===== src/hw/rtl/mafs_pkg.sv =====
package mafs_pkg;

	// Widths of ports and storage
	localparam int TIME_W_DEFAULT = 48;
	localparam int OUT_TIME_W     = 48;
	localparam int SKIP_W         = 29;
	localparam int SIZE_W         = 11;
	localparam int FILL_W         = 3;
	localparam int CFG_INDEX_W    = 2;
	localparam int CFG_DATA_W     = 48;

	// Divider and header arithmetic widths
	localparam int DIVIDEND_W = 27;
	localparam int DIVISOR_W  = 16;
	localparam int KBPS_W     = 9;
	localparam int DUR_W      = 24;

	// Configuration register indexes
	localparam logic [CFG_INDEX_W-1:0] CFG_LEADING_SKIP = CFG_INDEX_W'(0);
	localparam logic [CFG_INDEX_W-1:0] CFG_START_TIME   = CFG_INDEX_W'(1);

	// Frame length and duration coefficients
	localparam int BPS_PER_KBPS  = 1000;
	localparam int SLOT_COEF_V1  = 144;
	localparam int TICKS_PER_SEC = 10000000;
	localparam int LEN_COEF_V1   = SLOT_COEF_V1 * BPS_PER_KBPS;
	localparam int LEN_COEF_LSF  = LEN_COEF_V1 / 2;
	// ticks * len / (kbps * 1000 / 8) == len * DUR_COEF / kbps
	localparam int DUR_COEF      = TICKS_PER_SEC * 8 / BPS_PER_KBPS;
	localparam int HDR_BYTES     = 4;

	// Header field codes
	localparam logic [7:0] SYNC_BYTE    = 8'hff;
	localparam logic [2:0] SYNC_TOP     = 3'h7;
	localparam logic [1:0] LAYER_III    = 2'b01;
	localparam logic [1:0] VER_MPEG25   = 2'b00;
	localparam logic [1:0] VER_RESERVED = 2'b01;
	localparam logic [1:0] VER_MPEG2    = 2'b10;
	localparam logic [1:0] VER_MPEG1    = 2'b11;
	localparam logic [3:0] BR_FREE      = 4'd0;
	localparam logic [3:0] BR_BAD       = 4'd15;
	localparam logic [1:0] FR_RESERVED  = 2'd3;
	localparam logic [FILL_W-1:0] WINDOW_FULL = FILL_W'(HDR_BYTES);

	typedef struct packed {
		logic       run;
		logic       div_start_len;
		logic       div_start_dur;
		logic       len_done;
		logic       dur_done;
		logic       hdr_load;
		logic [1:0] hdr_idx;
	} mafs_cmd_t;

	typedef struct packed {
		logic hit;
		logic div_done;
		logic slot_free;
	} mafs_sts_t;

	// Layer III header acceptance on a 4-byte window, first byte on top
	function automatic logic header_ok(input logic [31:0] w);
		logic ok;
		begin
			ok = (w[31:24] == SYNC_BYTE) && (w[23:21] == SYNC_TOP) &&
				(w[18:17] == LAYER_III) && (w[20:19] != VER_RESERVED) &&
				(w[15:12] != BR_FREE) && (w[15:12] != BR_BAD) &&
				(w[11:10] != FR_RESERVED);
			return ok;
		end
	endfunction

	function automatic logic [KBPS_W-1:0] kbps_of(input logic [1:0] ver, input logic [3:0] br);
		logic [KBPS_W-1:0] k;
		begin
			if (ver == VER_MPEG1) begin
				case (br)
					4'd1: k = 9'd32;
					4'd2: k = 9'd40;
					4'd3: k = 9'd48;
					4'd4: k = 9'd56;
					4'd5: k = 9'd64;
					4'd6: k = 9'd80;
					4'd7: k = 9'd96;
					4'd8: k = 9'd112;
					4'd9: k = 9'd128;
					4'd10: k = 9'd160;
					4'd11: k = 9'd192;
					4'd12: k = 9'd224;
					4'd13: k = 9'd256;
					4'd14: k = 9'd320;
					default: k = 9'd0;
				endcase
			end else begin
				case (br)
					4'd1: k = 9'd8;
					4'd2: k = 9'd16;
					4'd3: k = 9'd24;
					4'd4: k = 9'd32;
					4'd5: k = 9'd40;
					4'd6: k = 9'd48;
					4'd7: k = 9'd56;
					4'd8: k = 9'd64;
					4'd9: k = 9'd80;
					4'd10: k = 9'd96;
					4'd11: k = 9'd112;
					4'd12: k = 9'd128;
					4'd13: k = 9'd144;
					4'd14: k = 9'd160;
					default: k = 9'd0;
				endcase
			end
			return k;
		end
	endfunction

	function automatic logic [DIVISOR_W-1:0] hz_of(input logic [1:0] ver, input logic [1:0] fr);
		logic [DIVISOR_W-1:0] h;
		begin
			case ({ver, fr})
				{VER_MPEG1, 2'd0}: h = 16'd44100;
				{VER_MPEG1, 2'd1}: h = 16'd48000;
				{VER_MPEG1, 2'd2}: h = 16'd32000;
				{VER_MPEG2, 2'd0}: h = 16'd22050;
				{VER_MPEG2, 2'd1}: h = 16'd24000;
				{VER_MPEG2, 2'd2}: h = 16'd16000;
				{VER_MPEG25, 2'd0}: h = 16'd11025;
				{VER_MPEG25, 2'd1}: h = 16'd12000;
				{VER_MPEG25, 2'd2}: h = 16'd8000;
				default: h = 16'd8000;
			endcase
			return h;
		end
	endfunction

endpackage


===== src/hw/rtl/mafs_if.sv =====
interface mafs_byte_if;
	logic       valid;
	logic       ready;
	logic [7:0] data_byte;

	modport source(output valid, output data_byte, input ready);
	modport sink(input valid, input data_byte, output ready);
endinterface

interface mafs_frame_if;
	logic        valid;
	logic        ready;
	logic [7:0]  out_byte;
	logic        frame_first;
	logic        frame_last;
	logic [47:0] frame_begin_time;
	logic [47:0] frame_end_time;
	logic [10:0] frame_size;

	modport source(output valid, output out_byte, output frame_first, output frame_last,
		output frame_begin_time, output frame_end_time, output frame_size, input ready);
	modport sink(input valid, input out_byte, input frame_first, input frame_last,
		input frame_begin_time, input frame_end_time, input frame_size, output ready);
endinterface

interface mafs_cfg_if;
	logic        valid;
	logic        ready;
	logic [1:0]  index;
	logic [47:0] data;

	modport source(output valid, output index, output data, input ready);
	modport sink(input valid, input index, input data, output ready);
endinterface


===== src/hw/rtl/mafs_div.sv =====
module mafs_div
	import mafs_pkg::*;
(
	input  logic                  clk,
	input  logic                  arst_n,
	input  logic                  start,
	input  logic [DIVIDEND_W-1:0] dividend,
	input  logic [DIVISOR_W-1:0]  divisor,
	output logic                  done,
	output logic [DIVIDEND_W-1:0] quotient
);

	localparam int CNT_W = $clog2(DIVIDEND_W + 1);

	logic                  busy_q;
	logic                  done_q;
	logic [CNT_W-1:0]      cnt_q;
	logic [DIVIDEND_W-1:0] quo_q;
	logic [DIVISOR_W-1:0]  rem_q;
	logic [DIVISOR_W-1:0]  dsr_q;
	logic [DIVISOR_W:0]    trial;
	logic [DIVISOR_W:0]    diff;
	logic                  ge;

	// One quotient bit per cycle, restoring form
	assign trial = {rem_q, quo_q[DIVIDEND_W-1]};
	assign ge    = trial >= {1'b0, dsr_q};
	assign diff  = trial - {1'b0, dsr_q};

	// Sequence control
	always_ff @(posedge clk or negedge arst_n) begin
		if (!arst_n) begin
			busy_q <= 1'b0;
			done_q <= 1'b0;
			cnt_q  <= '0;
		end else begin
			done_q <= 1'b0;
			if (start) begin
				busy_q <= 1'b1;
				cnt_q  <= CNT_W'(DIVIDEND_W);
			end else if (busy_q) begin
				cnt_q <= cnt_q - 1'b1;
				if (cnt_q == CNT_W'(1)) begin
					busy_q <= 1'b0;
					done_q <= 1'b1;
				end
			end
		end
	end

	// Shift dividend into remainder, quotient bits in at the bottom
	always_ff @(posedge clk) begin
		if (start) begin
			quo_q <= dividend;
			rem_q <= '0;
			dsr_q <= divisor;
		end else if (busy_q) begin
			quo_q <= {quo_q[DIVIDEND_W-2:0], ge};
			rem_q <= ge ? diff[DIVISOR_W-1:0] : trial[DIVISOR_W-1:0];
		end
	end

	assign done     = done_q;
	assign quotient = quo_q;

	a_div_latency: assert property (@(posedge clk) disable iff (!arst_n)
		start |-> ##(DIVIDEND_W + 1) done_q)
		else $error("divider did not finish on time");

endmodule


===== src/hw/rtl/mafs_ctrl.sv =====
module mafs_ctrl
	import mafs_pkg::*;
(
	input  logic      clk,
	input  logic      arst_n,
	input  mafs_sts_t sts,
	output mafs_cmd_t cmd
);

	localparam logic [2:0] ST_RUN      = 3'd0;
	localparam logic [2:0] ST_LEN_GO   = 3'd1;
	localparam logic [2:0] ST_LEN_WAIT = 3'd2;
	localparam logic [2:0] ST_DUR_GO   = 3'd3;
	localparam logic [2:0] ST_DUR_WAIT = 3'd4;
	localparam logic [2:0] ST_HDR      = 3'd5;

	logic [2:0] state_q, state_d;
	logic [1:0] hdr_cnt_q, hdr_cnt_d;

	// Next state and commands
	always_comb begin
		cmd         = '0;
		cmd.hdr_idx = hdr_cnt_q;
		state_d     = state_q;
		hdr_cnt_d   = hdr_cnt_q;
		case (state_q)
			ST_RUN: begin
				cmd.run = 1'b1;
				if (sts.hit) state_d = ST_LEN_GO;
			end
			ST_LEN_GO: begin
				cmd.div_start_len = 1'b1;
				state_d = ST_LEN_WAIT;
			end
			ST_LEN_WAIT: begin
				if (sts.div_done) begin
					cmd.len_done = 1'b1;
					state_d = ST_DUR_GO;
				end
			end
			ST_DUR_GO: begin
				cmd.div_start_dur = 1'b1;
				state_d = ST_DUR_WAIT;
			end
			ST_DUR_WAIT: begin
				if (sts.div_done) begin
					cmd.dur_done = 1'b1;
					hdr_cnt_d = 2'd0;
					state_d = ST_HDR;
				end
			end
			ST_HDR: begin
				if (sts.slot_free) begin
					cmd.hdr_load = 1'b1;
					hdr_cnt_d = hdr_cnt_q + 2'd1;
					if (hdr_cnt_q == 2'(HDR_BYTES - 1)) state_d = ST_RUN;
				end
			end
			default: begin
				state_d = ST_RUN;
			end
		endcase
	end

	always_ff @(posedge clk or negedge arst_n) begin
		if (!arst_n) begin
			state_q   <= ST_RUN;
			hdr_cnt_q <= 2'd0;
		end else begin
			state_q   <= state_d;
			hdr_cnt_q <= hdr_cnt_d;
		end
	end

	a_done_when_waiting: assert property (@(posedge clk) disable iff (!arst_n)
		sts.div_done |-> (state_q == ST_LEN_WAIT || state_q == ST_DUR_WAIT))
		else $error("divider finished outside a wait state");

endmodule


===== src/hw/rtl/mafs_dp.sv =====
module mafs_dp
	import mafs_pkg::*;
#(
	parameter int TIME_W = TIME_W_DEFAULT
) (
	input  logic          clk,
	input  logic          arst_n,
	input  mafs_cmd_t     cmd,
	output mafs_sts_t     sts,
	mafs_byte_if.sink     bytes,
	mafs_frame_if.source  frames,
	mafs_cfg_if.sink      cfg
);

	logic [SKIP_W-1:0] skip_left_q;
	logic [31:0]       window_q;
	logic [FILL_W-1:0] fill_q;
	logic              in_frame_q;
	logic [SIZE_W-1:0] bytes_left_q;
	logic [SIZE_W-1:0] size_q;
	logic [TIME_W-1:0] running_q;
	logic [TIME_W-1:0] origin_q;

	logic                  out_valid_q;
	logic [7:0]            out_byte_q;
	logic                  out_first_q;
	logic                  out_last_q;
	logic [OUT_TIME_W-1:0] out_begin_q;
	logic [OUT_TIME_W-1:0] out_end_q;
	logic [SIZE_W-1:0]     out_size_q;

	logic                  accept;
	logic                  slot_free;
	logic                  skipping;
	logic                  pay_load;
	logic                  load;
	logic                  hunt;
	logic [31:0]           window_next;
	logic [FILL_W-1:0]     fill_next;
	logic [SIZE_W-1:0]     bytes_left_next;
	logic [1:0]            ver;
	logic                  lsf;
	logic [KBPS_W-1:0]     kbps;
	logic [DIVIDEND_W-1:0] kbps_ext;
	logic [DIVIDEND_W-1:0] len_coef;
	logic [DIVIDEND_W-1:0] len_dividend;
	logic [DIVIDEND_W-1:0] dur_dividend;
	logic [DIVIDEND_W-1:0] quotient;
	logic                  div_done;
	logic [SIZE_W-1:0]     len;
	logic [TIME_W-1:0]     dur_ext;
	logic [7:0]            hdr_byte;
	logic [7:0]            sel_byte;
	logic                  sel_first;
	logic                  sel_last;
	logic [TIME_W+OUT_TIME_W-1:0] origin_wide;
	logic [TIME_W+OUT_TIME_W-1:0] running_wide;
	logic [TIME_W+CFG_DATA_W-1:0] start_wide;

	// Input handshake
	assign slot_free   = !out_valid_q || frames.ready;
	assign bytes.ready = cmd.run && (!in_frame_q || slot_free);
	assign accept      = bytes.valid && bytes.ready;
	assign skipping    = skip_left_q != '0;
	assign pay_load    = accept && !skipping && in_frame_q;
	assign hunt        = accept && !skipping && !in_frame_q;
	assign cfg.ready   = 1'b1;

	// Sliding header window
	assign window_next     = {window_q[23:0], bytes.data_byte};
	assign fill_next       = (fill_q < WINDOW_FULL) ? fill_q + 1'b1 : fill_q;
	assign bytes_left_next = bytes_left_q - 1'b1;

	assign sts.hit       = hunt && (fill_next == WINDOW_FULL) && header_ok(window_next);
	assign sts.div_done  = div_done;
	assign sts.slot_free = slot_free;

	// Divider operands from the held header
	assign ver      = window_q[20:19];
	assign lsf      = ver != VER_MPEG1;
	assign kbps     = kbps_of(ver, window_q[15:12]);
	assign kbps_ext = DIVIDEND_W'(kbps);
	assign len_coef = lsf ? DIVIDEND_W'(LEN_COEF_LSF) : DIVIDEND_W'(LEN_COEF_V1);
	assign len_dividend = kbps_ext * len_coef;
	assign dur_dividend = DIVIDEND_W'(size_q) * DIVIDEND_W'(DUR_COEF);

	mafs_div u_div (
		.clk      (clk),
		.arst_n   (arst_n),
		.start    (cmd.div_start_len || cmd.div_start_dur),
		.dividend (cmd.div_start_len ? len_dividend : dur_dividend),
		.divisor  (cmd.div_start_len ? hz_of(ver, window_q[11:10]) : DIVISOR_W'(kbps)),
		.done     (div_done),
		.quotient (quotient)
	);

	assign len     = quotient[SIZE_W-1:0] + SIZE_W'(window_q[9]);
	assign dur_ext = TIME_W'(quotient[DUR_W-1:0]);

	assign start_wide   = {{TIME_W{1'b0}}, cfg.data};
	assign origin_wide  = {{OUT_TIME_W{1'b0}}, origin_q};
	assign running_wide = {{OUT_TIME_W{1'b0}}, running_q};

	// Stream state, header bookkeeping and running time
	always_ff @(posedge clk or negedge arst_n) begin
		if (!arst_n) begin
			skip_left_q  <= '0;
			window_q     <= '0;
			fill_q       <= '0;
			in_frame_q   <= 1'b0;
			bytes_left_q <= '0;
			size_q       <= '0;
			running_q    <= '0;
			origin_q     <= '0;
		end else begin
			if (accept && skipping) skip_left_q <= skip_left_q - 1'b1;
			if (pay_load) begin
				bytes_left_q <= bytes_left_next;
				if (bytes_left_next == '0) in_frame_q <= 1'b0;
			end
			if (hunt) begin
				window_q <= window_next;
				fill_q   <= sts.hit ? '0 : fill_next;
			end
			if (cmd.len_done) begin
				size_q       <= len;
				bytes_left_q <= len - SIZE_W'(HDR_BYTES);
				in_frame_q   <= len != SIZE_W'(HDR_BYTES);
			end
			if (cmd.dur_done) begin
				origin_q  <= running_q;
				running_q <= running_q + dur_ext;
			end
			if (cfg.valid && cfg.ready) begin
				case (cfg.index)
					CFG_LEADING_SKIP: skip_left_q <= cfg.data[SKIP_W-1:0];
					CFG_START_TIME:   running_q <= start_wide[TIME_W-1:0];
					default: ;
				endcase
			end
		end
	end

	// Pick a header byte, first byte on top
	always_comb begin
		case (cmd.hdr_idx)
			2'd0: hdr_byte = window_q[31:24];
			2'd1: hdr_byte = window_q[23:16];
			2'd2: hdr_byte = window_q[15:8];
			default: hdr_byte = window_q[7:0];
		endcase
	end

	assign load      = pay_load || cmd.hdr_load;
	assign sel_byte  = cmd.hdr_load ? hdr_byte : bytes.data_byte;
	assign sel_first = cmd.hdr_load && (cmd.hdr_idx == 2'd0);
	assign sel_last  = cmd.hdr_load ? ((cmd.hdr_idx == 2'(HDR_BYTES - 1)) && !in_frame_q)
		: (bytes_left_next == '0);

	// Output register
	always_ff @(posedge clk or negedge arst_n) begin
		if (!arst_n) begin
			out_valid_q <= 1'b0;
		end else if (load) begin
			out_valid_q <= 1'b1;
		end else if (frames.ready) begin
			out_valid_q <= 1'b0;
		end
	end

	always_ff @(posedge clk) begin
		if (load) begin
			out_byte_q  <= sel_byte;
			out_first_q <= sel_first;
			out_last_q  <= sel_last;
			out_begin_q <= origin_wide[OUT_TIME_W-1:0];
			out_end_q   <= running_wide[OUT_TIME_W-1:0];
			out_size_q  <= size_q;
		end
	end

	assign frames.valid            = out_valid_q;
	assign frames.out_byte         = out_byte_q;
	assign frames.frame_first      = out_first_q;
	assign frames.frame_last       = out_last_q;
	assign frames.frame_begin_time = out_begin_q;
	assign frames.frame_end_time   = out_end_q;
	assign frames.frame_size       = out_size_q;

	a_frame_ends: assert property (@(posedge clk) disable iff (!arst_n)
		(pay_load && bytes_left_q == SIZE_W'(1)) |=> !in_frame_q)
		else $error("frame did not close on its last byte");

	a_len_range: assert property (@(posedge clk) disable iff (!arst_n)
		cmd.dur_done |-> (size_q >= SIZE_W'(24) && size_q <= SIZE_W'(1441)))
		else $error("frame length out of range");

endmodule


===== src/hw/rtl/mpeg_audio_frame_sync.sv =====
// Channel  Role    Handshake      Payload
// bytes    sink    valid/ready    data_byte[7:0]
// frames   source  valid/ready    out_byte, frame_first, frame_last,
//                                 frame_begin_time, frame_end_time, frame_size
// cfg      sink    valid/ready    index[1:0], data[47:0] (ready always high)
//
// Bytes are taken while running; inside a frame, only when the output is free.
// A header stalls input during two passes of the one-bit-per-cycle divider (frame
// length, then duration), each a start, 27 quotient bits and done, and while the
// four header bytes go out; a held output adds its stall.
// A registered output stage holds a result while the next byte is taken.
// Reset clears all control state; the running time resets to zero.
module mpeg_audio_frame_sync
	import mafs_pkg::*;
#(
	parameter int TIME_WIDTH = TIME_W_DEFAULT
) (
	input  logic         clk,
	input  logic         arst_n,
	mafs_byte_if.sink    bytes,
	mafs_frame_if.source frames,
	mafs_cfg_if.sink     cfg
);

	mafs_cmd_t cmd;
	mafs_sts_t sts;

	mafs_ctrl u_ctrl (
		.clk    (clk),
		.arst_n (arst_n),
		.sts    (sts),
		.cmd    (cmd)
	);

	mafs_dp #(
		.TIME_W (TIME_WIDTH)
	) u_dp (
		.clk    (clk),
		.arst_n (arst_n),
		.cmd    (cmd),
		.sts    (sts),
		.bytes  (bytes),
		.frames (frames),
		.cfg    (cfg)
	);

endmodule


===== src/flat_wrapper.sv =====
// flat-port wrapper written by rule: the top's interface ports become plain ports
module mpeg_audio_frame_sync_flat import mafs_pkg::*;
#(
	parameter int TIME_WIDTH = TIME_W_DEFAULT
)
  (clk, arst_n, bytes_valid, bytes_data_byte, bytes_ready, frames_valid, frames_out_byte, frames_frame_first, frames_frame_last, frames_frame_begin_time, frames_frame_end_time, frames_frame_size, frames_ready, cfg_valid, cfg_index, cfg_data, cfg_ready);
  mafs_byte_if bytes_i ();
  mafs_frame_if frames_i ();
  mafs_cfg_if cfg_i ();
  input  logic clk;
  input  logic arst_n;
  input wire logic [$bits(bytes_i.valid)-1:0] bytes_valid;
  input wire logic [$bits(bytes_i.data_byte)-1:0] bytes_data_byte;
  output wire logic [$bits(bytes_i.ready)-1:0] bytes_ready;
  output wire logic [$bits(frames_i.valid)-1:0] frames_valid;
  output wire logic [$bits(frames_i.out_byte)-1:0] frames_out_byte;
  output wire logic [$bits(frames_i.frame_first)-1:0] frames_frame_first;
  output wire logic [$bits(frames_i.frame_last)-1:0] frames_frame_last;
  output wire logic [$bits(frames_i.frame_begin_time)-1:0] frames_frame_begin_time;
  output wire logic [$bits(frames_i.frame_end_time)-1:0] frames_frame_end_time;
  output wire logic [$bits(frames_i.frame_size)-1:0] frames_frame_size;
  input wire logic [$bits(frames_i.ready)-1:0] frames_ready;
  input wire logic [$bits(cfg_i.valid)-1:0] cfg_valid;
  input wire logic [$bits(cfg_i.index)-1:0] cfg_index;
  input wire logic [$bits(cfg_i.data)-1:0] cfg_data;
  output wire logic [$bits(cfg_i.ready)-1:0] cfg_ready;
  assign bytes_i.valid = bytes_valid;
  assign bytes_i.data_byte = bytes_data_byte;
  assign bytes_ready = bytes_i.ready;
  assign frames_valid = frames_i.valid;
  assign frames_out_byte = frames_i.out_byte;
  assign frames_frame_first = frames_i.frame_first;
  assign frames_frame_last = frames_i.frame_last;
  assign frames_frame_begin_time = frames_i.frame_begin_time;
  assign frames_frame_end_time = frames_i.frame_end_time;
  assign frames_frame_size = frames_i.frame_size;
  assign frames_i.ready = frames_ready;
  assign cfg_i.valid = cfg_valid;
  assign cfg_i.index = cfg_index;
  assign cfg_i.data = cfg_data;
  assign cfg_ready = cfg_i.ready;
  mpeg_audio_frame_sync #(.TIME_WIDTH(TIME_WIDTH)) u_core (.clk(clk), .arst_n(arst_n), .bytes(bytes_i), .frames(frames_i), .cfg(cfg_i));
endmodule

===== config.mk =====
export PLATFORM = sky130hd
export DESIGN_NAME = mpeg_audio_frame_sync_flat
export DESIGN_NICKNAME = d
export VERILOG_FILES = /design/src/hw/rtl/mafs_pkg.sv /design/src/hw/rtl/mafs_if.sv /design/src/hw/rtl/mafs_div.sv /design/src/hw/rtl/mafs_ctrl.sv /design/src/hw/rtl/mafs_dp.sv /design/src/hw/rtl/mpeg_audio_frame_sync.sv /design/src/flat_wrapper.sv
export SDC_FILE = /design/constraint.sdc
export NUM_CORES = 1
export LEC_CHECK = 0
export ABC_AREA = 1
export BUFFER_PORTS_ARGS = -buffer_cell sky130_fd_sc_hd__buf_2
export CAP_MARGIN = 10
export CORE_MARGIN = 2
export CORE_UTILIZATION = 55
export CTS_CLUSTER_DIAMETER = 80
export CTS_CLUSTER_SIZE = 14
export DETAILED_ROUTE_END_ITERATION = 8
export PLACE_DENSITY = 0.85
export SLEW_MARGIN = 20
export SYNTH_ARGS = -nofsm -noshare
export SYNTH_HDL_FRONTEND = slang
export SYNTH_HIERARCHICAL = 1
export SYNTH_SLANG_ARGS = --single-unit

===== constraint.sdc =====
create_clock -name clk -period 5.6 [get_ports clk]
set_input_delay 1.12 -clock clk [delete_from_list [all_inputs] [get_ports clk]]
set_output_delay 1.12 -clock clk [all_outputs]
set_load 0.005 [all_outputs]

# Yosys cells after proc, flatten, opt, wreduce, memory -nomap -nowiden

Memories as Yosys holds them, arrays and structs flattened.
Cells that the tools add are included.

Add/sub/neg operators: 9
$mul: 2
$lt $le $gt $ge: 2
Eq/ne operators: 25
Multiplexer cells: 50
Reductions and logical operators: 37

Operators by type and width:

| kind                                                                   | number |
|---|---|
| 48-bit 2-to-1 mux                                                      | 3 |
| 29-bit 2-to-1 mux                                                      | 3 |
| 27-bit 2-to-1 mux                                                      | 3 |
| 48-bit by 24-bit adder with 48-bit output                              | 1 |
| 29-bit nonzero test                                                    | 1 |
| 29-bit by 1-bit subtractor with 29-bit output (second input constant)  | 1 |
| 9-bit by 18-bit multiplier with 27-bit output                          | 1 |
| 8-bit one-hot mux with 3 select lines                                  | 1 |
| 11-bit 2-to-1 mux                                                      | 2 |
| 3-bit 2-to-1 mux                                                       | 7 |
| 11-bit by 10-bit multiplier with 20-bit output (second input constant) | 1 |
| 1-bit 2-to-1 mux                                                       | 20 |
| 18-bit 2-to-1 mux                                                      | 1 |
| 9-bit 2-to-1 mux                                                       | 2 |
| 3-bit one-hot mux with 6 select lines                                  | 1 |
| 17-bit by 16-bit >= comparator with 1-bit output                       | 1 |
| 1-bit logical AND                                                      | 16 |
| 16-bit 2-to-1 mux                                                      | 1 |
| 16-bit subtractor                                                      | 1 |
| 2-bit != test (second input constant)                                  | 7 |
| 3-bit == test (second input constant)                                  | 4 |
| 11-bit by 1-bit adder with 11-bit output                               | 1 |
| 11-bit zero test                                                       | 1 |
| 11-bit by 3-bit != test with 1-bit output (second input constant)      | 1 |
| other kinds (27)                                                       | 44 |

Flip-flop bits (word level): 372
Memory bits (read-only): 416
Input bits: 63
Output and inout bits: 120
Word-level logic and storage cells: 152
Memories: 3

Memory list:

| memory           | depth | width | read ports | clocked after Yosys merged registers in | write ports | RTL line        | text |
|---|---|---|---|---|---|---|---|
| (name not given) | 16    | 15    | 1          | 0                                       | 0           | mafs_pkg.sv:120 | `case ({ver, fr})` |
| (name not given) | 16    | 6     | 1          | 0                                       | 0           | mafs_pkg.sv:77  | `case (br)` |
| (name not given) | 16    | 5     | 1          | 0                                       | 0           | mafs_pkg.sv:95  | `case (br)` |

# Logic depth before layout (Yosys ltp)

Gate-level depths: netlist of the first run.

Word-level depth: 11
Mapped depth: 28
Mapped depth without buffers: 28

# Modules after synthesis

The synthesis of the first run kept the hierarchy.

By module, submodules not included:

| module    | times used | cells each | area an instance (µm²) | seq. area each (µm²) |
|---|---|---|---|---|
| mafs_dp   | 1          | 2319       | 19002.0                | 8117.8 |
| mafs_div  | 1          | 490        | 3937.5                 | 1786.7 |
| mafs_ctrl | 1          | 49         | 335.3                  | 125.1 |

# Worst setup path after synthesis of the first run

OpenSTA, ideal clock, no wires.

Path type: input to register
From: input port frames_ready
To: register u_core.u_dp.out_begin_q[0], in the netlist u_core/u_dp/frames.frame_begin_time[0] (enable)
Setup time: 1.040 ns
Arrival time: 3.895 ns
Data required time: 4.560 ns
Path slack: 0.665 ns
Cell stages on the path: 8
Buffers on the path: 2
Cell sequence: inv_1 > nand2_1 > buf_4 > nand2_2 > inv_1 > inv_1 > clkbuf_1 > nand2_1

RTL lines:

| element              | RTL line           | text |
|---|---|---|
| from (decl)          | flat_wrapper.sv:22 | `input wire logic [$bits(frames_i.ready)-1:0] frames_ready;` |
| to (signal assigned) | mafs_dp.sv:176     | `out_begin_q <= origin_wide[OUT_TIME_W-1:0];` |
| to (decl)            | mafs_dp.sv:28      | `logic [OUT_TIME_W-1:0] out_begin_q;` |

# Final worst setup path of the first run

From: register u_core.u_dp.window_q[13]
To: register u_core.u_dp.u_div.quo_q[23], in the netlist u_core/u_dp/u_div/quotient[23] (data pin)

Word-level cells in the longest chain between the ends: 5
Elaborated cells between the ends (all ways): 6
Those cells by class: mul (1); mux (3); memory (2)

RTL lines:

| element                                                       | RTL line       | text |
|---|---|---|
| from (decl)                                                   | mafs_dp.sv:16  | `logic [31:0] window_q;` |
| from (signal assigned)                                        | mafs_dp.sv:122 | `window_q <= window_next;` |
| memory 16 x 5 bit / memory 16 x 6 bit (equally long branches) | --             |  |
| 9-bit 2-to-1 mux *                                            | mafs_pkg.sv:76 | `if (ver == VER_MPEG1) begin` |
| 9-bit by 18-bit multiplier with 27-bit output *               | mafs_dp.sv:84  | `assign len_dividend = kbps_ext * len_coef;` |
| 27-bit 2-to-1 mux *                                           | mafs_dp.sv:91  | `.dividend (cmd.div_start_len ? len_dividend : dur_dividend),` |
| 27-bit 2-to-1 mux *                                           | mafs_div.sv:53 | `if (start) begin` |
| to (signal assigned)                                          | mafs_div.sv:54 | `quo_q <= dividend;` |
| to (signal assigned)                                          | mafs_div.sv:58 | `quo_q <= {quo_q[DIVIDEND_W-2:0], ge};` |
| to (decl)                                                     | mafs_div.sv:18 | `logic [DIVIDEND_W-1:0] quo_q;` |

Mark *: on every way between the ends. The rest lies on a longest branch, timed or not.
A chain may end at the register's enable or synchronous reset.

==> metrics.txt, run 1 <==
Slowest-stage cell, CP=fa_1; clk slew on worst S/H paths=0.07 ns; Max Cap Viol=0; Area contributors post-synth=dfrtp_1 21%, edfxtp_1 21%, nand2_1 14%, ha_1 8.4%, inv_1 6.0%; Post-synth EDFFs=160; Reg power frac=around half; final net count=between 3k and 4k; Fill cells=between 3k and 4k; Critical Path AT=5.50 ns; DP Wirelength=~45 mm; Worst setup EP type=flop; DRT iter0 DRCs=about 1.9k; total number of vias=a little under 20k; gp weighted congestion=0.980; Core Box Area=approximately 0.042 mm2; register area share after synthesis=a little over two fifths; Sw Share=28.1%; antenna violations before repair=0; CP cell instances=inv_1, ha_1, a211oi_1, nor3_1, inv_1, nand2_1, fa_1, inv_1, fa_1, inv_1, fa_1, ha_1, ha_1, inv_1, o31ai_1, a21oi_1, o21bai_1, a21oi_1, o21ai_0, o21ai_1, nand2_1, nand2_1; CTS Hold Bufs=0; final cell count without fillers=~3.6k; antenna cells=0; CP delay by family, top=adder cells; Mean Syn Cell Area=between 8 and 9 um2; CP required=around 6 ns; DR pass1 iterations=7; first-pass GRT wire length=98.0 mm; Internal=~4.4 mW; clk_lat worst skew=0.56 ns; synthesis warning total=6; die height=210 um; cell depth of the worst flop-to-flop path=22; drt total wl=between 60 and 70 mm; Routed Antenna Nets=0; Yosys top cell area share=roughly a fifth; RSZ-0062 raised after global routing=no; Pleak=12.7 nW; status=finished, final reports clean; area leader, netlist=dfrtp_1; fin area=roughly 0.026 mm2; via/cell ratio=roughly 5.5; peak supply drop=0.159 mV; worst min-delay path category=reg -> reg; Ports=roughly 180; Synth Register Bits=between 300 and 400; critical path class=reg -> reg; Comb power frac=12.1%; largest net degree at the start of global routing=about 110; Root Driver=clkbuf_16; final setup vio count=0; DP Cell Count=3,527; most frequent cell after synthesis=nand2_1; hold path start=u_core/u_dp/origin_q[15]$_DFFE_PN0P_; Sum Neg Setup Slack=0 ns; Num CTS Buffers=34; Syn Inst Count=about 2.9k; Max Clock Freq=a little under 200 MHz; minimum clock period=5.19 ns; Clock Sinks=about 370; DR WL/cell=roughly 17 um; DRC viols=0; Post-Place Cell Area=~0.025 mm2; max incr delay on CP=about 0.56 ns; maximum clock path buffer count=3; Post-synth top flop=dfrtp_1; Max-Slew Margin vs Limit=31.7%; die width=approximately 210 um; total stage count of the critical path=22; die area=0.0440 mm2; Placement Rows=75; Clk pwr share=a little under two fifths; H-tree depth=2; Area Overhead vs Synth=10.1%; Critical path origin=u_core/u_dp/window_q[13]$_DFFE_PN0P_; grt total ovfl=0; Net Sw Power=between 1.5 and 2 mW; CP Buf/Inv Count=5; Hold Path Depth=0; total track usage=28.1%; Post-Syn Area=between 0.02 and 0.025 mm2; Slew @ Worst Pin=just over 1 ns; Final period util=between 90 and 100%; async set or reset register ratio after synthesis=around 53%; Commonest cells post-synth=839 x nand2_1, 371 x inv_1, 238 x nor2_1, 196 x dfrtp_1, 160 x edfxtp_1; max-slew violation count=0; skew final=between 0.015 and 0.02 ns; Final Hold Viols=0; CTS tree=yes; CP Launch Type=flop; pwr/cell area=236 mW/mm2; layout cell share with drive strength beyond 1=11.2%; IO buf count=~180; Initial Util=between 50% and 60%; Critical Path Most Common Cell=inv_1; Unique masters post-synth=65; Critical Path Fanout Max=8; RR Startpoint=u_core/u_dp/window_q[13]$_DFFE_PN0P_; vias in the first global route=18.6k
## path summary, 6_finish.rpt
check / endpoint / slack [ns]
worst max-delay path: u_core/u_dp/u_div/quotient[23]$_DFFE_PP_ / 0.41
worst min-delay path: u_core/u_dp/frames.frame_begin_time[15]$_DFFE_PP_ / 0.43
worst max register to register: u_core/u_dp/u_div/quotient[23]$_DFFE_PP_ / 0.41
worst min register to register: u_core/u_dp/frames.frame_begin_time[15]$_DFFE_PP_ / 0.43
max in group asynchronous: u_core/u_dp/window_q[3]$_DFFE_PN0P_ / 3.93
min in group asynchronous: u_core/u_dp/origin_q[46]$_DFFE_PN0P_ / 0.58
## cell usage in the layout, fill, tap and decap left out, types with 16 or more instances in the layout
master / count
nor2_1: 236
nor3_1: 27
o21ai_1: 41
dfxtp_1: 16
inv_1: 369
buf_2: 180
ha_1: 156
xor2_1: 37
a21oi_1: 111
dfrtp_1: 196
nand2_2: 25
xnor2_1: 23
inv_2: 22
nand3_1: 133
nand4_1: 33
nand3b_1: 19
clkbuf_16: 34
a31oi_1: 25
fa_1: 41
o21ai_0: 140
nand2_1: 837
clkbuf_1: 17
edfxtp_1: 160
## metrics by stage
step / total power [mW] / util (%) / worst slack [ns] / hold slack [ns]
floorplan: 3.61 / - / 0.665 / 0.425
global placement: 3.86 / 58.8 / 0.470 / 0.428
detailed placement: 3.87 / 58.8 / 0.407 / 0.432
CTS: 6.09 / 61.2 / 0.386 / 0.434
global route: 6.33 / 61.2 / 0.0242 / 0.436
finish: 6.06 / 61.2 / 0.411 / 0.431
## cells by family after synthesis
family	after synthesis	share of synthesized area, %
AOI/OAI and AO/OA	381	9.21
adders and majority gates	197	11.9
and+or+nand+nor	1372	25.2
other	2	0.0323
buffers and inverters	473	8.25
DFF	372	43.1
xor gates and xnor gates	61	2.33
## power by group through the flow
stage          Sequential [mW]  Clock [mW]  Combinational (mW)
2_1_floorplan             3.09           0               0.518
3_3_place_gp              3.15           0               0.703
3_5_place_dp              3.15           0               0.716
4_1_cts                   3.10        2.27               0.723
5_1_grt                   3.11        2.38               0.836
6_report                  3.10        2.22               0.732
## registers in the layout (all words and copies together) (netlist names), 3 cells and up
signal and cells:
u_core/u_dp/size_q 11, u_core/u_dp/skip_left_q 29, u_core/u_ctrl/state_q 3, u_core/u_dp/fill_q 3, u_core/u_dp/frames.frame_end_time 48, u_core/u_dp/frames.frame_size 11
u_core/u_dp/u_div/cnt_q 5, u_core/u_dp/bytes_left_q 11, u_core/u_dp/frames.out_byte 8, u_core/u_dp/u_div/rem_q 16, u_core/u_dp/running_q 48, u_core/u_dp/u_div/quotient 27
u_core/u_dp/frames.frame_begin_time 48, u_core/u_dp/window_q 32, u_core/u_dp/origin_q 48, u_core/u_dp/u_div/dsr_q 16
## worst reg2reg max path, cell delays in order (launching register included)
cell and delay [ns]:
dfrtp_1 0.49, inv_1 0.17, ha_1 0.21, a211oi_1 0.27, nor3_1 0.12, inv_1 0.08, nand2_1 0.10, fa_1 0.56
inv_1 0.06, fa_1 0.47, inv_1 0.05, fa_1 0.47, ha_1 0.31, ha_1 0.33, inv_1 0.08, o31ai_1 0.41
a21oi_1 0.18, o21bai_1 0.20, a21oi_1 0.08, o21ai_0 0.09, o21ai_1 0.09, nand2_1 0.07, nand2_1 0.06
## layout make-up
type	instances	area, um2	share of cell area, %
multi-input cells	2025	11400	44.4
flip-flops and latches	372	10000	39.1
inverters	395	1490	5.81
repair buffers	196	1040	4.06
clock buffers	52	928	3.62
well taps	539	674	2.63
clock inverters	9	80.1	0.312
## metal layers
metal	track usage, %	vias up	part of all wire (%)
met5	0	-	0
met4	11.4	0	4.2
met3	4.56	136	7.0
met2	46.3	747	47
met1	37.1	9123	42
li1	-	9605	-
## timing repair
item                       CTS  global route
resized for setup            0             1
setup endpoints to repair    0             1
setup buffers                0             0
Power figures use the tool's default switching activity.
==> run 2, diff against run 1 <==
- GPL_TIMING_DRIVEN: not set -> 0
==> metrics.txt, run 2 (synthesis results as in run 1) <==
vias in the first global route=19.2k (+3.1%); final net count=3,354 (+2.1%); R2R setup slack=0.21 ns (-0.20 ns); Core Box Area=0.0419 mm2 (unchanged); Comb power frac=12.1% (about the same); DP Cell Count=3,594 (+1.9%); status=finished, final reports clean; Critical Path Fanout Max=9 (+1); final cell count without fillers=3,660 (+2.0%); Routed Antenna Nets=0 (unchanged); DRC viols=0 (unchanged); commonest cells after routing, fill and taps aside=838 x nand2_1, 371 x inv_1, 236 x nor2_1, 196 x dfrtp_1, 193 x buf_2; RR Startpoint=u_core/u_dp/window_q[12]$_DFFE_PN0P_; Final Hold Viols=0 (unchanged); Hold WS=0.433 ns (+0.00173 ns); CTS tree=yes; pwr/cell area=236 mW/mm2 (about the same); CP cell instances=inv_1, ha_1, nor2_1, o21bai_1, a21oi_1, o21ai_0, nor2_2, ha_1, fa_1, fa_1, ha_1, inv_1, fa_1, o31ai_2, a21oi_1, o21bai_1, a21oi_1, o21ai_0, o21ai_1, nand2_1, nand2_1; layout cell share with drive strength beyond 1=11.6% (+0.38 points); minimum clock period=5.39 ns (+0.203 ns); DP Wirelength=50.1 mm (+12%); Critical Path AT=5.70 ns (+0.20 ns); skew final=0.0184 ns (-0.00139 ns); antenna violations before repair=0 (unchanged); clk slew on worst S/H paths=0.07 ns (about the same); die height=210 um (unchanged); DR pass1 iterations=5 (-2); Sw Share=27.8% (-0.31 points); Slew @ Worst Pin=1.01 ns (-0.0156 ns); final setup vio count=0 (unchanged); Worst setup EP type=flop; cell depth of the worst flop-to-flop path=21 (-4.5%); Placement Rows=75 (unchanged); peak supply drop=0.184 mV (+16%); die width=210 um (unchanged); CP required=5.91 ns (about the same); CP Launch Type=flop; gp weighted congestion=0.951 (-3.0%); final core area utilization=62.4% (+1.2 points); Clk pwr share=37.5% (+0.8 points); commonest non-fill, non-tap cell in the layout=nand2_1; drt total wl=64.7 mm (+7.0%); Reg-to-Reg End=u_core/u_dp/u_div/quotient[23]$_DFFE_PP_; max-slew violation count=0 (unchanged); largest net degree at the start of global routing=87 (-24%); clk_lat worst skew=0.56 ns (about the same); Clock Sinks=372 (unchanged); DR WL/cell=17.7 um (+4.9%); via/cell ratio=5.53 (+1.1%); Num CTS Buffers=35 (+2.9%); Area Overhead vs Synth=12.2%; maximum clock path buffer count=3 (unchanged); Root Driver=clkbuf_16; Post-Place Cell Area=0.0250 mm2 (+1.6%); critical path class=reg -> reg; DRT iter0 DRCs=1,782 (-4.7%); Fill cells=3,575 (-2.6%); Max-Slew Margin vs Limit=32.8% (+1.0 points); Net Sw Power=1.71 mW (+0.80%); worst min-delay path category=in -> async; Final period util=96.3% (+3.6 points); Internal=4.46 mW (+2.4%); Pleak=13.0 nW (+1.7%); Slowest-stage cell, CP=dfrtp_1; total number of vias=20.2k (+3.1%); Max Cap Viol=0 (unchanged); Reg power frac=50.4% (-0.8 points); antenna cells=0 (unchanged); grt total ovfl=0 (unchanged); IO buf count=181 (unchanged); die area=0.0440 mm2 (unchanged); fin area=0.0261 mm2 (+1.9%); Max Clock Freq=185 MHz (-3.8%); total track usage=29.8% (+1.7 points); H-tree depth=2 (unchanged); Ports=183 (unchanged); max incr delay on CP=0.55 ns (about the same); Initial Util=55.6% (unchanged); first-pass GRT wire length=102 mm (+4.5%)
[run 2: timing repair]
action,CTS,global route
gates resized for setup,1,2
pin swaps,0,1
setup endpoints to repair,1,3
buffers inserted,0,2
hold buffers,0,0
[run 2: routing by layer]
layer | wire length (um) | track usage (%) | up-vias
li1 | - | - | 9755
met1 | 26200 | 37.8 | 9482
met2 | 30800 | 50.1 | 808
met3 | 4380 | 4.62 | 177
met4 | 3360 | 14.0 | 0
met5 | 0 | 0 | -
[run 2: worst max path at each step]
stage          slack (ns)  cells after the start                                               end                                  from
2_1_floorplan        0.67                      8  u_core/u_dp/frames.frame_begin_time[0]$_DFFE_PP_                          frames_ready
3_3_place_gp        -1.40                      9   u_core/u_dp/frames.frame_end_time[21]$_DFFE_PP_                          frames_ready
3_5_place_dp        0.009                     21          u_core/u_dp/u_div/quotient[23]$_DFFE_PP_  u_core/u_dp/window_q[12]$_DFFE_PN0P_
4_1_cts              0.01                     20          u_core/u_dp/u_div/quotient[23]$_DFFE_PP_  u_core/u_dp/window_q[12]$_DFFE_PN0P_
5_1_grt            -0.007                     21          u_core/u_dp/u_div/quotient[23]$_DFFE_PP_  u_core/u_dp/window_q[12]$_DFFE_PN0P_
6_report             0.21                     21          u_core/u_dp/u_div/quotient[23]$_DFFE_PP_  u_core/u_dp/window_q[12]$_DFFE_PN0P_
[run 2: per-stage QoR]
step	setup slack (ns)	setup TNS [ns]	total power [mW]
after floorplan	0.665	0	3.61
after global placement	-1.40	-159.78	3.87
after detailed placement	0.00903	0	3.89
after CTS	0.0145	0	6.19
after global routing	-0.00659	-0.00659	6.42
final	0.208	0	6.17
[run 2: cell type report]
cell class,instances,area (um2),share of cell area [%]
buffer,78,429,1.64
timing repair buffer,187,1030,3.96
tap,539,674,2.58
multi-input combinational,2025,11400,43.6
inverter,395,1490,5.70
sequential,372,10000,38.4
clock inverter,11,113,0.431
clock buffer,53,965,3.69
[run 2: power groups by stage]
stage                     registers (mW)  logic, mW  clock network [mW]
final                               3.11      0.748                2.31
after global routing                3.12      0.847                2.46
after CTS                           3.10      0.738                2.35
after detailed placement            3.16      0.734                   0
after global placement              3.16      0.717                   0
after floorplan                     3.09      0.518                   0
[run 2: critical path: cells and delay by family, from the launching register on]
kind / cells / cell delay, ns
compound gates: 9 / 1.60
fa+ha+maj: 6 / 2.29
buf+inv: 2 / 0.25
flops: 1 / 0.55
simple gates: 4 / 0.43
